`src/hw/rtl/trapf_pkg.sv`:
```
// shared constants and controller/datapath interface types for the packet framer
package trapf_pkg;

    localparam logic [7:0] START_CHAR = 8'h24;
    localparam logic [7:0] END_CHAR   = 8'h0A;
    localparam int         LEN_W      = 7;

    localparam logic KIND_FWD   = 1'b0;
    localparam logic KIND_LOCAL = 1'b1;

    typedef struct packed {
        logic accept;
        logic rd_pos;
        logic upd_cnt;
        logic close;
        logic fwd_clear;
        logic fwd_read;
        logic fwd_next;
        logic load_fwd;
        logic load_local;
    } t_cmd;

    typedef struct packed {
        logic done_hop;
        logic done_local;
        logic match;
        logic fwd_last;
        logic out_free;
    } t_sts;

endpackage

```
`src/hw/rtl/trapf_ctrl.sv`:
```
// sequencing state machine of the packet framer
module trapf_ctrl
    import trapf_pkg::*;
(
    input  logic i_clk,
    input  logic i_rst_n,
    input  logic i_valid,
    input  t_sts i_sts,
    output t_cmd o_cmd,
    output logic o_stall
);

    localparam logic [2:0] S_IDLE  = 3'd0;
    localparam logic [2:0] S_RDPOS = 3'd1;
    localparam logic [2:0] S_CMP   = 3'd2;
    localparam logic [2:0] S_LOCAL = 3'd3;
    localparam logic [2:0] S_FRD   = 3'd4;
    localparam logic [2:0] S_FLD   = 3'd5;

    logic [2:0] r_state;
    logic [2:0] n_state;

    always_ff @(posedge i_clk) begin
        if (!i_rst_n) begin
            r_state <= S_IDLE;
        end else begin
            r_state <= n_state;
        end
    end

    assign o_stall = (r_state != S_IDLE);

    always_comb begin
        n_state = r_state;
        o_cmd   = '0;
        unique case (r_state)
            S_IDLE: begin
                if (i_valid) begin
                    o_cmd.accept = 1'b1;
                    if (i_sts.done_hop) begin
                        n_state = S_RDPOS;
                    end else if (i_sts.done_local) begin
                        n_state = S_LOCAL;
                    end
                end
            end
            S_RDPOS: begin
                o_cmd.rd_pos = 1'b1;
                n_state      = S_CMP;
            end
            S_CMP: begin
                o_cmd.upd_cnt = 1'b1;
                if (i_sts.match) begin
                    o_cmd.close = 1'b1;
                    n_state     = S_LOCAL;
                end else begin
                    o_cmd.fwd_clear = 1'b1;
                    n_state         = S_FRD;
                end
            end
            S_LOCAL: begin
                if (i_sts.out_free) begin
                    o_cmd.load_local = 1'b1;
                    n_state          = S_IDLE;
                end
            end
            S_FRD: begin
                o_cmd.fwd_read = 1'b1;
                n_state        = S_FLD;
            end
            S_FLD: begin
                if (i_sts.out_free) begin
                    o_cmd.load_fwd = 1'b1;
                    if (i_sts.fwd_last) begin
                        n_state = S_IDLE;
                    end else begin
                        o_cmd.fwd_next = 1'b1;
                        n_state        = S_FRD;
                    end
                end
            end
            default: begin
                n_state = S_IDLE;
            end
        endcase
    end

endmodule

```
`src/hw/rtl/trapf_dp.sv`:
```
// packet store, write pointer, hop counter update and output register
module trapf_dp
    import trapf_pkg::*;
#(
    parameter int BUFFER_DEPTH = 64,
    parameter int COUNTER_POS  = 2,
    parameter int TARGET_POS   = 3
) (
    input  logic             i_clk,
    input  logic             i_rst_n,
    input  t_cmd             i_cmd,
    output t_sts             o_sts,
    input  logic [7:0]       i_rx_byte,
    input  logic             i_cfg_wr_en,
    input  logic             i_cfg_wr_data,
    input  logic             i_stall,
    output logic             o_valid,
    output logic             o_out_kind,
    output logic [7:0]       o_out_byte,
    output logic [LEN_W-1:0] o_packet_length,
    output logic             o_last
);

    localparam int AW = (BUFFER_DEPTH > 1) ? $clog2(BUFFER_DEPTH) : 1;
    localparam int WW = $clog2(BUFFER_DEPTH + 1);
    localparam logic [AW-1:0] CPOS = AW'(COUNTER_POS % BUFFER_DEPTH);
    localparam logic [AW-1:0] TPOS = AW'(TARGET_POS % BUFFER_DEPTH);
    localparam logic SAME_POS = ((COUNTER_POS % BUFFER_DEPTH) == (TARGET_POS % BUFFER_DEPTH));

    logic [7:0]        r_mem [BUFFER_DEPTH];
    logic [BUFFER_DEPTH-1:0] r_vld;
    logic              r_in_pkt;
    logic [WW-1:0]     r_widx;
    logic              r_enable;
    logic [7:0]        r_rd_a;
    logic [7:0]        r_rd_t;
    logic [AW-1:0]     r_fidx;
    logic              r_o_valid;
    logic              r_kind;
    logic [7:0]        r_byte;
    logic [LEN_W-1:0]  r_len;
    logic              r_last;

    logic              is_start;
    logic              is_end;
    logic              full;
    logic              acc_write;
    logic              mem_we;
    logic [AW-1:0]     mem_wa;
    logic [7:0]        mem_wd;
    logic [AW-1:0]     rd_addr;
    logic              rd_en;
    logic [7:0]        cnt_next;

    assign is_start  = (i_rx_byte == START_CHAR);
    assign is_end    = (i_rx_byte == END_CHAR);
    assign full      = (r_widx >= WW'(BUFFER_DEPTH));
    assign acc_write = i_cmd.accept && (is_start || (r_in_pkt && !full));
    assign cnt_next  = r_rd_a + 8'd1;

    assign mem_we = acc_write || i_cmd.upd_cnt;
    assign mem_wa = i_cmd.upd_cnt ? CPOS : (is_start ? '0 : r_widx[AW-1:0]);
    assign mem_wd = i_cmd.upd_cnt ? cnt_next : i_rx_byte;

    assign rd_en   = i_cmd.rd_pos || i_cmd.fwd_read;
    assign rd_addr = i_cmd.rd_pos ? CPOS : r_fidx;

    // packet store, one write port and two registered read ports
    always_ff @(posedge i_clk) begin
        if (mem_we) begin
            r_mem[mem_wa] <= mem_wd;
        end
        if (rd_en) begin
            r_rd_a <= r_vld[rd_addr] ? r_mem[rd_addr] : 8'd0;
        end
        if (i_cmd.rd_pos) begin
            r_rd_t <= r_vld[TPOS] ? r_mem[TPOS] : 8'd0;
        end
    end

    always_ff @(posedge i_clk) begin
        if (!i_rst_n) begin
            r_vld     <= '0;
            r_in_pkt  <= 1'b0;
            r_widx    <= '0;
            r_enable  <= 1'b1;
            r_o_valid <= 1'b0;
        end else begin
            if (mem_we) begin
                r_vld[mem_wa] <= 1'b1;
            end
            if (i_cfg_wr_en) begin
                r_enable <= i_cfg_wr_data;
            end
            if (i_cmd.accept) begin
                if (is_start) begin
                    r_in_pkt <= 1'b1;
                    r_widx   <= WW'(1);
                end else if (r_in_pkt) begin
                    if (full) begin
                        r_in_pkt <= 1'b0;
                    end else begin
                        r_widx <= r_widx + WW'(1);
                        if (is_end && !r_enable) begin
                            r_in_pkt <= 1'b0;
                        end
                    end
                end
            end
            if (i_cmd.close) begin
                r_in_pkt <= 1'b0;
            end
            if (i_cmd.load_fwd || i_cmd.load_local) begin
                r_o_valid <= 1'b1;
            end else if (!i_stall) begin
                r_o_valid <= 1'b0;
            end
        end
    end

    always_ff @(posedge i_clk) begin
        if (i_cmd.fwd_clear) begin
            r_fidx <= '0;
        end else if (i_cmd.fwd_next) begin
            r_fidx <= r_fidx + AW'(1);
        end
        if (i_cmd.load_local) begin
            r_kind <= KIND_LOCAL;
            r_byte <= 8'd0;
            r_len  <= LEN_W'(r_widx);
            r_last <= 1'b1;
        end else if (i_cmd.load_fwd) begin
            r_kind <= KIND_FWD;
            r_byte <= r_rd_a;
            r_len  <= LEN_W'(r_widx);
            r_last <= o_sts.fwd_last;
        end
    end

    assign o_sts.done_hop   = acc_write && !is_start && is_end && r_enable;
    assign o_sts.done_local = acc_write && !is_start && is_end && !r_enable;
    assign o_sts.match      = SAME_POS || (cnt_next == r_rd_t);
    assign o_sts.fwd_last   = ((WW'(r_fidx) + WW'(1)) == r_widx);
    assign o_sts.out_free   = !r_o_valid || !i_stall;

    assign o_valid         = r_o_valid;
    assign o_out_kind      = r_kind;
    assign o_out_byte      = r_byte;
    assign o_packet_length = r_len;
    assign o_last          = r_last;

endmodule

```
`src/hw/rtl/token_ring_ascii_packet_framer.sv`:
```
// Token-ring ASCII packet framer: a '$' opens a packet at any time, later bytes are
// stored, and a newline closes it. In token-ring mode the hop counter byte is
// incremented and compared with the target byte; a match gives one packet-ready
// transaction, a mismatch forwards the whole stored packet as byte transactions and
// leaves the packet open. A packet that overflows the store is dropped silently.
// An ordinary byte is accepted without stalling the input. A newline with token ring off
// waits for a free output; with token ring on the counter is read and then updated,
// and forwarding then does one store read and one output load per stored byte, the
// input stalling until the last stored byte is loaded into the output register.
// The store starts as all zeros through per-entry valid bits; no clearing pass.
module token_ring_ascii_packet_framer
    import trapf_pkg::*;
#(
    parameter int BUFFER_DEPTH = 64,
    parameter int COUNTER_POS  = 2,
    parameter int TARGET_POS   = 3
) (
    input  logic             i_clk,
    input  logic             i_rst_n,
    input  logic             i_valid,
    output logic             o_stall,
    input  logic [7:0]       i_rx_byte,
    output logic             o_valid,
    input  logic             i_stall,
    output logic             o_out_kind,
    output logic [7:0]       o_out_byte,
    output logic [LEN_W-1:0] o_packet_length,
    output logic             o_last,
    input  logic             i_cfg_wr_en,
    input  logic             i_cfg_wr_data
);

    t_cmd cmd;
    t_sts sts;

    trapf_ctrl u_ctrl (
        .i_clk   (i_clk),
        .i_rst_n (i_rst_n),
        .i_valid (i_valid),
        .i_sts   (sts),
        .o_cmd   (cmd),
        .o_stall (o_stall)
    );

    trapf_dp #(
        .BUFFER_DEPTH (BUFFER_DEPTH),
        .COUNTER_POS  (COUNTER_POS),
        .TARGET_POS   (TARGET_POS)
    ) u_dp (
        .i_clk           (i_clk),
        .i_rst_n         (i_rst_n),
        .i_cmd           (cmd),
        .o_sts           (sts),
        .i_rx_byte       (i_rx_byte),
        .i_cfg_wr_en     (i_cfg_wr_en),
        .i_cfg_wr_data   (i_cfg_wr_data),
        .i_stall         (i_stall),
        .o_valid         (o_valid),
        .o_out_kind      (o_out_kind),
        .o_out_byte      (o_out_byte),
        .o_packet_length (o_packet_length),
        .o_last          (o_last)
    );

endmodule

```
`config.mk`:
```
export PLATFORM = sky130hd
export DESIGN_NAME = token_ring_ascii_packet_framer
export DESIGN_NICKNAME = d
export VERILOG_FILES = /design/src/hw/rtl/trapf_pkg.sv /design/src/hw/rtl/trapf_ctrl.sv /design/src/hw/rtl/trapf_dp.sv /design/src/hw/rtl/token_ring_ascii_packet_framer.sv
export SDC_FILE = /design/constraint.sdc
export NUM_CORES = 1
export LEC_CHECK = 0
export BUFFER_PORTS_ARGS = -buffer_cell sky130_fd_sc_hd__buf_2
export CAP_MARGIN = 5
export CORE_ASPECT_RATIO = 1.1
export CORE_MARGIN = 1
export CORE_UTILIZATION = 35
export CTS_CLUSTER_DIAMETER = 150
export CTS_CLUSTER_SIZE = 12
export DETAILED_ROUTE_END_ITERATION = 8
export PLACE_DENSITY = 0.57
export SLEW_MARGIN = 10
export SYNTH_ARGS = -nofsm -noshare
export SYNTH_HDL_FRONTEND = slang
export SYNTH_SLANG_ARGS = --single-unit
```
`constraint.sdc`:
```
create_clock -name i_clk -period 5.7 [get_ports i_clk]
set_input_delay 0.855 -clock i_clk [delete_from_list [all_inputs] [get_ports i_clk]]
set_output_delay 0.855 -clock i_clk [all_outputs]
set_load 0.05 [all_outputs]
```
# After elaboration in Yosys (flattened, before gate mapping)
# Memories as Yosys holds them, arrays and structs flattened. A register that Yosys moved wholly into a read port is not among the register bits.
# Cells that the tools add are included.
# Widths: inputs -> output; s select.
dict set report word_totals {
  reg_bits 100
  ram_bits 512
  inputBits 14
  out_inout_bits 19
  word_cells 105
  memories 1
}
dict set report op_classes {
  add_sub_neg 4
  order_cmp 4
  n_eq_ne 15
  n_mux 41
  bitwise 2
  n_reduce_logical 27
}
# name words word_bits rd rd_clocked_by_memory_dff write_ports line_no
set memory_table {}
lappend memory_table {u_dp.r_mem 64 8 2 2 1 trapf_dp.sv:30} ;# logic [7:0] r_mem [BUFFER_DEPTH];
# op n
set op_table {}
lappend op_table {{$or 64x64->64} 1}
lappend op_table {{$mux 7} 5}
lappend op_table {{$mux 3} 8}
lappend op_table {{$mux 1} 19}
lappend op_table {{$mux 6} 3}
lappend op_table {{$pmux 3 s6} 1}
lappend op_table {{$lt 6x7->1 const B} 2}
lappend op_table {{$add 8x1->8 const B} 1}
lappend op_table {{$eq 8x4->1 const B} 1}
lappend op_table {{$eq 8x6->1 const B} 1}
lappend op_table {{$eq 8x8->1} 1}
lappend op_table {{$logic_and 1x1->1} 8}
lappend op_table {{$mux 8} 1}
lappend op_table {{$add 6x1->7 const B} 1}
lappend op_table {{$add 7x1->7 const B} 1}
lappend op_table {{$eq 7x7->1} 1}
lappend op_table {{$ge 7x7->1 const B} 1}
lappend op_table {{$logic_not 1->1} 7}
lappend op_table {{$add 6x1->6 const B} 1}
lappend op_table {{$bmux 1 s6} 1}
lappend op_table {{$demux 1 s6} 1}
lappend op_table {{$eq 3x2->1 const B} 2}
lappend op_table {{$eq 3x3->1 const B} 2}
lappend op_table {{$ge 6x1->1 const B} 1}
lappend op_table {{13 further kinds} 22}

# Depth between registers and ports, before layout
dict set report depth {
  word_depth 12
  ltp_mapped 13
  ltp_nobuf 8
}

# By module
# A second synthesis with hierarchy kept.
dict set report hier_totals {
  hier_cells 1717
  area_unflattened_um2 25772.2
}
# module n_inst cells_each area_each_um2 seq_area_each_um2
set by_module_without_submodules {}
lappend by_module_without_submodules {trapf_dp 1 1684 25528.2 17867.1}
lappend by_module_without_submodules {trapf_ctrl 1 33 244.0 60.1}

# Least setup slack after synthesis
# Ideal clock, no wire load.
dict set report synth_timing {
  kind {register -> register}
  from {reg u_ctrl.r_state[0]}
  to {mem u_dp.r_mem[0][7], data pin}
  setup_ps 702
  t_arrival_ps 3516
  required_time_ps 4998
  path_slack_ps 1482
  stages_incl_launch_ff 6
  path_buffers 2
  synth_period_minus_slack_ps 4218
  cell_sequence {dfxtp_1 -> buf_4 -> nor2_1 -> nand2_1 -> clkbuf_1 -> o21ai_0}
}
dict set report synth_via {
  elab_chain_len 3
}
# item line_no
set synth_lines {}
lappend synth_lines {{from (decl)} trapf_ctrl.sv:20} ;# logic [2:0] r_state;
lappend synth_lines {{from (signal assigned)} trapf_ctrl.sv:27} ;# r_state <= n_state;
lappend synth_lines {{$eq 3x2->1} trapf_ctrl.sv:36} ;# unique case (r_state)
lappend synth_lines {{$mux 3} trapf_ctrl.sv:36}
lappend synth_lines {{$mux 8} trapf_dp.sv:63} ;# assign mem_wd = i_cmd.upd_cnt ? cnt_next : i_rx_byte;
lappend synth_lines {{named net u_dp.mem_wd[7]} trapf_dp.sv:50} ;# logic [7:0] mem_wd;
lappend synth_lines {{to (decl)} trapf_dp.sv:30}
# The timed path passes the listed nets, and every way through them passes these cells.

# Worst setup path in the final report
dict set report layout_timing {
  from {reg u_ctrl.r_state[1]}
  to {reg u_dp.r_rd_a[7], read port of u_dp.r_mem, data pin}
}
dict set report layout_via {
  elab_chain_len 6
  elab_cells_between_ends 9
  cone_classes {eq/ne: 2; mux: 5; reduce/logical: 2}
}
# item line_no
set layout_lines {}
lappend layout_lines {{$eq 3x1->1} trapf_ctrl.sv:36}
lappend layout_lines {{$mux 1} trapf_ctrl.sv:36}
lappend layout_lines {{$mux 6} trapf_dp.sv:66} ;# assign rd_addr = i_cmd.rd_pos ? CPOS : r_fidx;
lappend layout_lines {{$bmux 1 s6} trapf_dp.sv:74} ;# r_rd_a <= r_vld[rd_addr] ? r_mem[rd_addr] : 8'd0;
lappend layout_lines {{$mux 1 (implied by the code)} trapf_dp.sv:74}
lappend layout_lines {{$logic_not 1->1 (no line)} --}
lappend layout_lines {{to (decl)} trapf_dp.sv:35} ;# logic [7:0] r_rd_a;
# Parallel ways exist; a longest one is shown, timed or not. The select of a mux whose other input is x is not followed.
# A chain may end at the register's enable or synchronous reset.

==> impl_results.md <==
- Outcome: finished, violations left
- Violated checks: design-rule violations
- Via-per-instance ratio: roughly 5.6
- Vias: ~16000
- Register area: 0.01794 sq mm
- Hold Buf Count CTS: 0
- ANT nets after route: 0
- Layout Cell Area excl Fill: 0.02862 sq mm
- Skew final: slightly above 0.04 ns
- Clk slew on worst S/H paths: ~0.070 ns
- Gr usage total: a little under a fifth
- Latest clock arrival within the worst-skew pair: between 0.6 and 0.7 ns
- Die H: 287.0 um
- Row cnt: about 100
- Period minus WS final: between 4 and 5 ns
- Num CTS Buffers: between 50 and 60
- Grt ovf: 0
- Most frequent cells in the layout: edfxtp_1, nor2_1, o21ai_0
- Synth Flop Type: edfxtp_1
- XOR/XNOR Fraction of Synth Area: less than 1%
- Register area share after synthesis: between 60 and 70%
- Clk sinks: 628
- Simple-gate share of the synthesized area: about 6.5%
- Port buffer count: 32
- Worst slew margin: a little under a fifth
- Multi-input logic area: between 0.007 and 0.008 sq mm
- # diodes: 0
- Adder-cell area share of the yosys netlist: less than 1%
- CP Class: reg -> reg
- Worst VDD drop: between 0.2 and 0.25 mV
- Layout cells sized above 1: 13.29%
- Max Transition Viols Final: 0
- Hold Crit Class: reg -> reg
- Post-synthesis compound-gate area fraction: 10.98%
- GP Congestion: 0.9200
- Initial antenna violation count: 0
- Setup Viol. Count Final: 0
- Area Overhead vs Synth: 10.77%
- Startpoint types: register
- Hpwl dp: between 40 and 50 mm
- H-tree levels: 2
- Routed Wire Length: ~69 mm
- 1st-iter DRT viols: roughly 1600
- Mapped Nets: 1800
- Unrepaired setup endpoints after global routing: false
- Fill cells: a little under 7000
- Crit path cell chain: or3b_2 > clkinv_4 > nor2_2 > buf_4 > a41oi_1 > o211a_1 > or4_1 > a21oi_2
- CTS root buffer: clkbuf_16
- WP data required: between 6 and 7 ns
- First-pass GRT wire length: around 100 mm
- Worst Tran Pin Value: between 1 and 1.5 ns
- Mux cell area share after synthesis: 9.013%
- Endpoints failing hold: 0
- Critical path's top delay family: simple AND/OR/NAND/NOR gates
- Most common cell after layout, fill and taps aside: edfxtp_1
- # DRC: 3
- Number of synthesized flops with an enable pin: approximately 540
- Distinct cells, synth: 74
- Flop and latch count out of synthesis: 628
- Setup TNS Final: 0 ns
- Period utilisation layout: between 70 and 80%
- Setup Fix Bufs, Post-CTS: 0
- Die area: around 0.075 sq mm
- Core Area: ~0.073 sq mm
- Area contributors post-synth: edfxtp_1, dfxtp_1, mux2i_1
- Yosys top cell area share: slightly above 60%
- Post-DP Area: about 0.027 sq mm
- Largest net degree at the start of global routing: 147
- P per Cell Area: 302.8 mW/mm^2
- Leakage: between 8 and 9 nW
- CP max stage cell: or3b_2
- Worst-path fanout max: 51
- Worst Path Buf+Inv: 2
- Starting Density: between 30% and 40%
- Netlist Area Pre-Place: about 0.026 sq mm
- CP peak stage delay: roughly 0.83 ns
- Largest family of logic cells by synthesized area: compound AO/OA/AOI/OAI gates
- Detailed-route wire length per cell: 24.52 um
- Synth Area per Inst: ~14 sq um
- Chip Width: between 200 and 300 um
- CP arrival: a little under 5 ns
- Clock buffer depth: 3
- Yosys top cell by area: edfxtp_1
- Fmax: 228.6 MHz
- Fin nets: ~1800
- First drt pass iteration count: 9
- Critical Path Sink Type: register
- Yosys warns: 0
- Post-CTS Resized: 0
- Mapped Cells: ~1800
- Via count of the first global-routing pass: about 15000
- Top-level I/O count: 33
- Max-cap violation count: 0
- CTS tree: yes
- Overall Power: about 8.7 mW
- Async S/R FF share, synth: 0%
[cells by family (layout without fill, tap and decap cells)]
kind of cell / after synthesis / after routing
multiplexers: 179 / 179
flip-flops: 628 / 628
adder cells (fa/ha/maj): 4 / 4
buffers and inverters: 155 / 217
XOR/XNOR: 24 / 24
AND/OR/NAND/NOR: 362 / 362
AO/OA/AOI/OAI: 430 / 430
[per-layer routing]
| layer | routed length, um | track usage [%] | vias to the layer above |
|---|---|---|---|
| met5 | 0 | 0 | - |
| met4 | 2020 | 5.640 | 0 |
| met3 | 4102 | 2.328 | 117 |
| met2 | 33000 | 29.97 | 620 |
| met1 | 29490 | 24.88 | 8052 |
| li1 | - | - | 6910 |
[power by group]
| group | switching (mW) | internal, mW |
|---|---|---|
| Clock | 1.64 | 1.94 |
| Combinational | 0.0960 | 0.0143 |
| Sequential | 0.000973 | 4.97 |
| Total | 1.74 | 6.93 |
[state kept, by name, indices dropped and copies added (netlist names)]
signal and count:
u_dp.r_rd_a 8, u_dp.r_rd_t 8, u_dp.o_last 1, u_ctrl.r_state 3, u_dp.r_enable 1, u_dp.o_out_kind 1
u_dp.r_vld 64, u_dp.r_mem 512, u_dp.o_out_byte 8, u_dp.r_widx 7, u_dp.o_valid 1, u_dp.r_in_pkt 1
u_dp.r_fidx 6, u_dp.o_packet_length 7
[path summary, 6_finish.rpt]
kind | to | slack, ns | from | depth (start not counted)
max | u_dp.r_rd_a[7]$_SDFFCE_PN0P_ | 1.33 | u_ctrl.r_state[1]$_SDFFE_PN0P_ | 8
min | u_dp.o_out_kind$_SDFFE_PP1P_ | 0.45 | u_dp.o_out_kind$_SDFFE_PP1P_ | 1
max reg2reg | u_dp.r_rd_a[7]$_SDFFCE_PN0P_ | 1.33 | u_ctrl.r_state[1]$_SDFFE_PN0P_ | 8
min reg2reg | u_dp.o_out_kind$_SDFFE_PP1P_ | 0.45 | u_dp.o_out_kind$_SDFFE_PP1P_ | 1
[cell type report]
type	count	area share (%)
Multi-Input combinational cell	999	25.20
Clock inverter	2	0.06121
Sequential cell	628	62.68
Inverter	43	0.5815
Clock buffer	106	5.776
Timing Repair Buffer	66	1.539
Tap cell	954	4.171
[cell usage after synthesis, types with 4 or more instances]
cell / instances
xor2_1: 7
a22oi_1: 11
o21a_1: 66
a21oi_2: 9
a221oi_1: 10
a31oi_1: 32
o2bb2ai_1: 8
buf_4: 19
or4_1: 16
ha_1: 4
buf_6: 12
nand2_1: 90
nor3_1: 10
clkbuf_1: 53
a21oi_1: 58
nor2b_1: 8
a2bb2oi_1: 10
and3_1: 5
mux2_2: 43
dfxtp_1: 93
mux4_2: 36
nor4_1: 5
o21ai_0: 117
o211ai_1: 11
edfxtp_1: 535
and2_1: 12
o221ai_1: 31
nor2_1: 146
mux2i_1: 98
buf_2: 25
nand4_1: 8
or3_1: 11
o22ai_1: 35
inv_1: 41
xnor2_1: 16
nand3_1: 35
[metrics by stage]
stage               setup WS (ns)  instances  hold slack [ns]  utilization, %
floorplan                   1.482       1782           0.4064               -
finish                      1.326       2798           0.4450           39.13
global placement            1.430       2690           0.4324           36.84
CTS                         1.371       2798           0.4318           39.13
detailed placement          1.306       2690           0.4363           36.84
global route                1.145       2798           0.4612           39.13
Note: power is estimated with default switching activity, not from simulation.
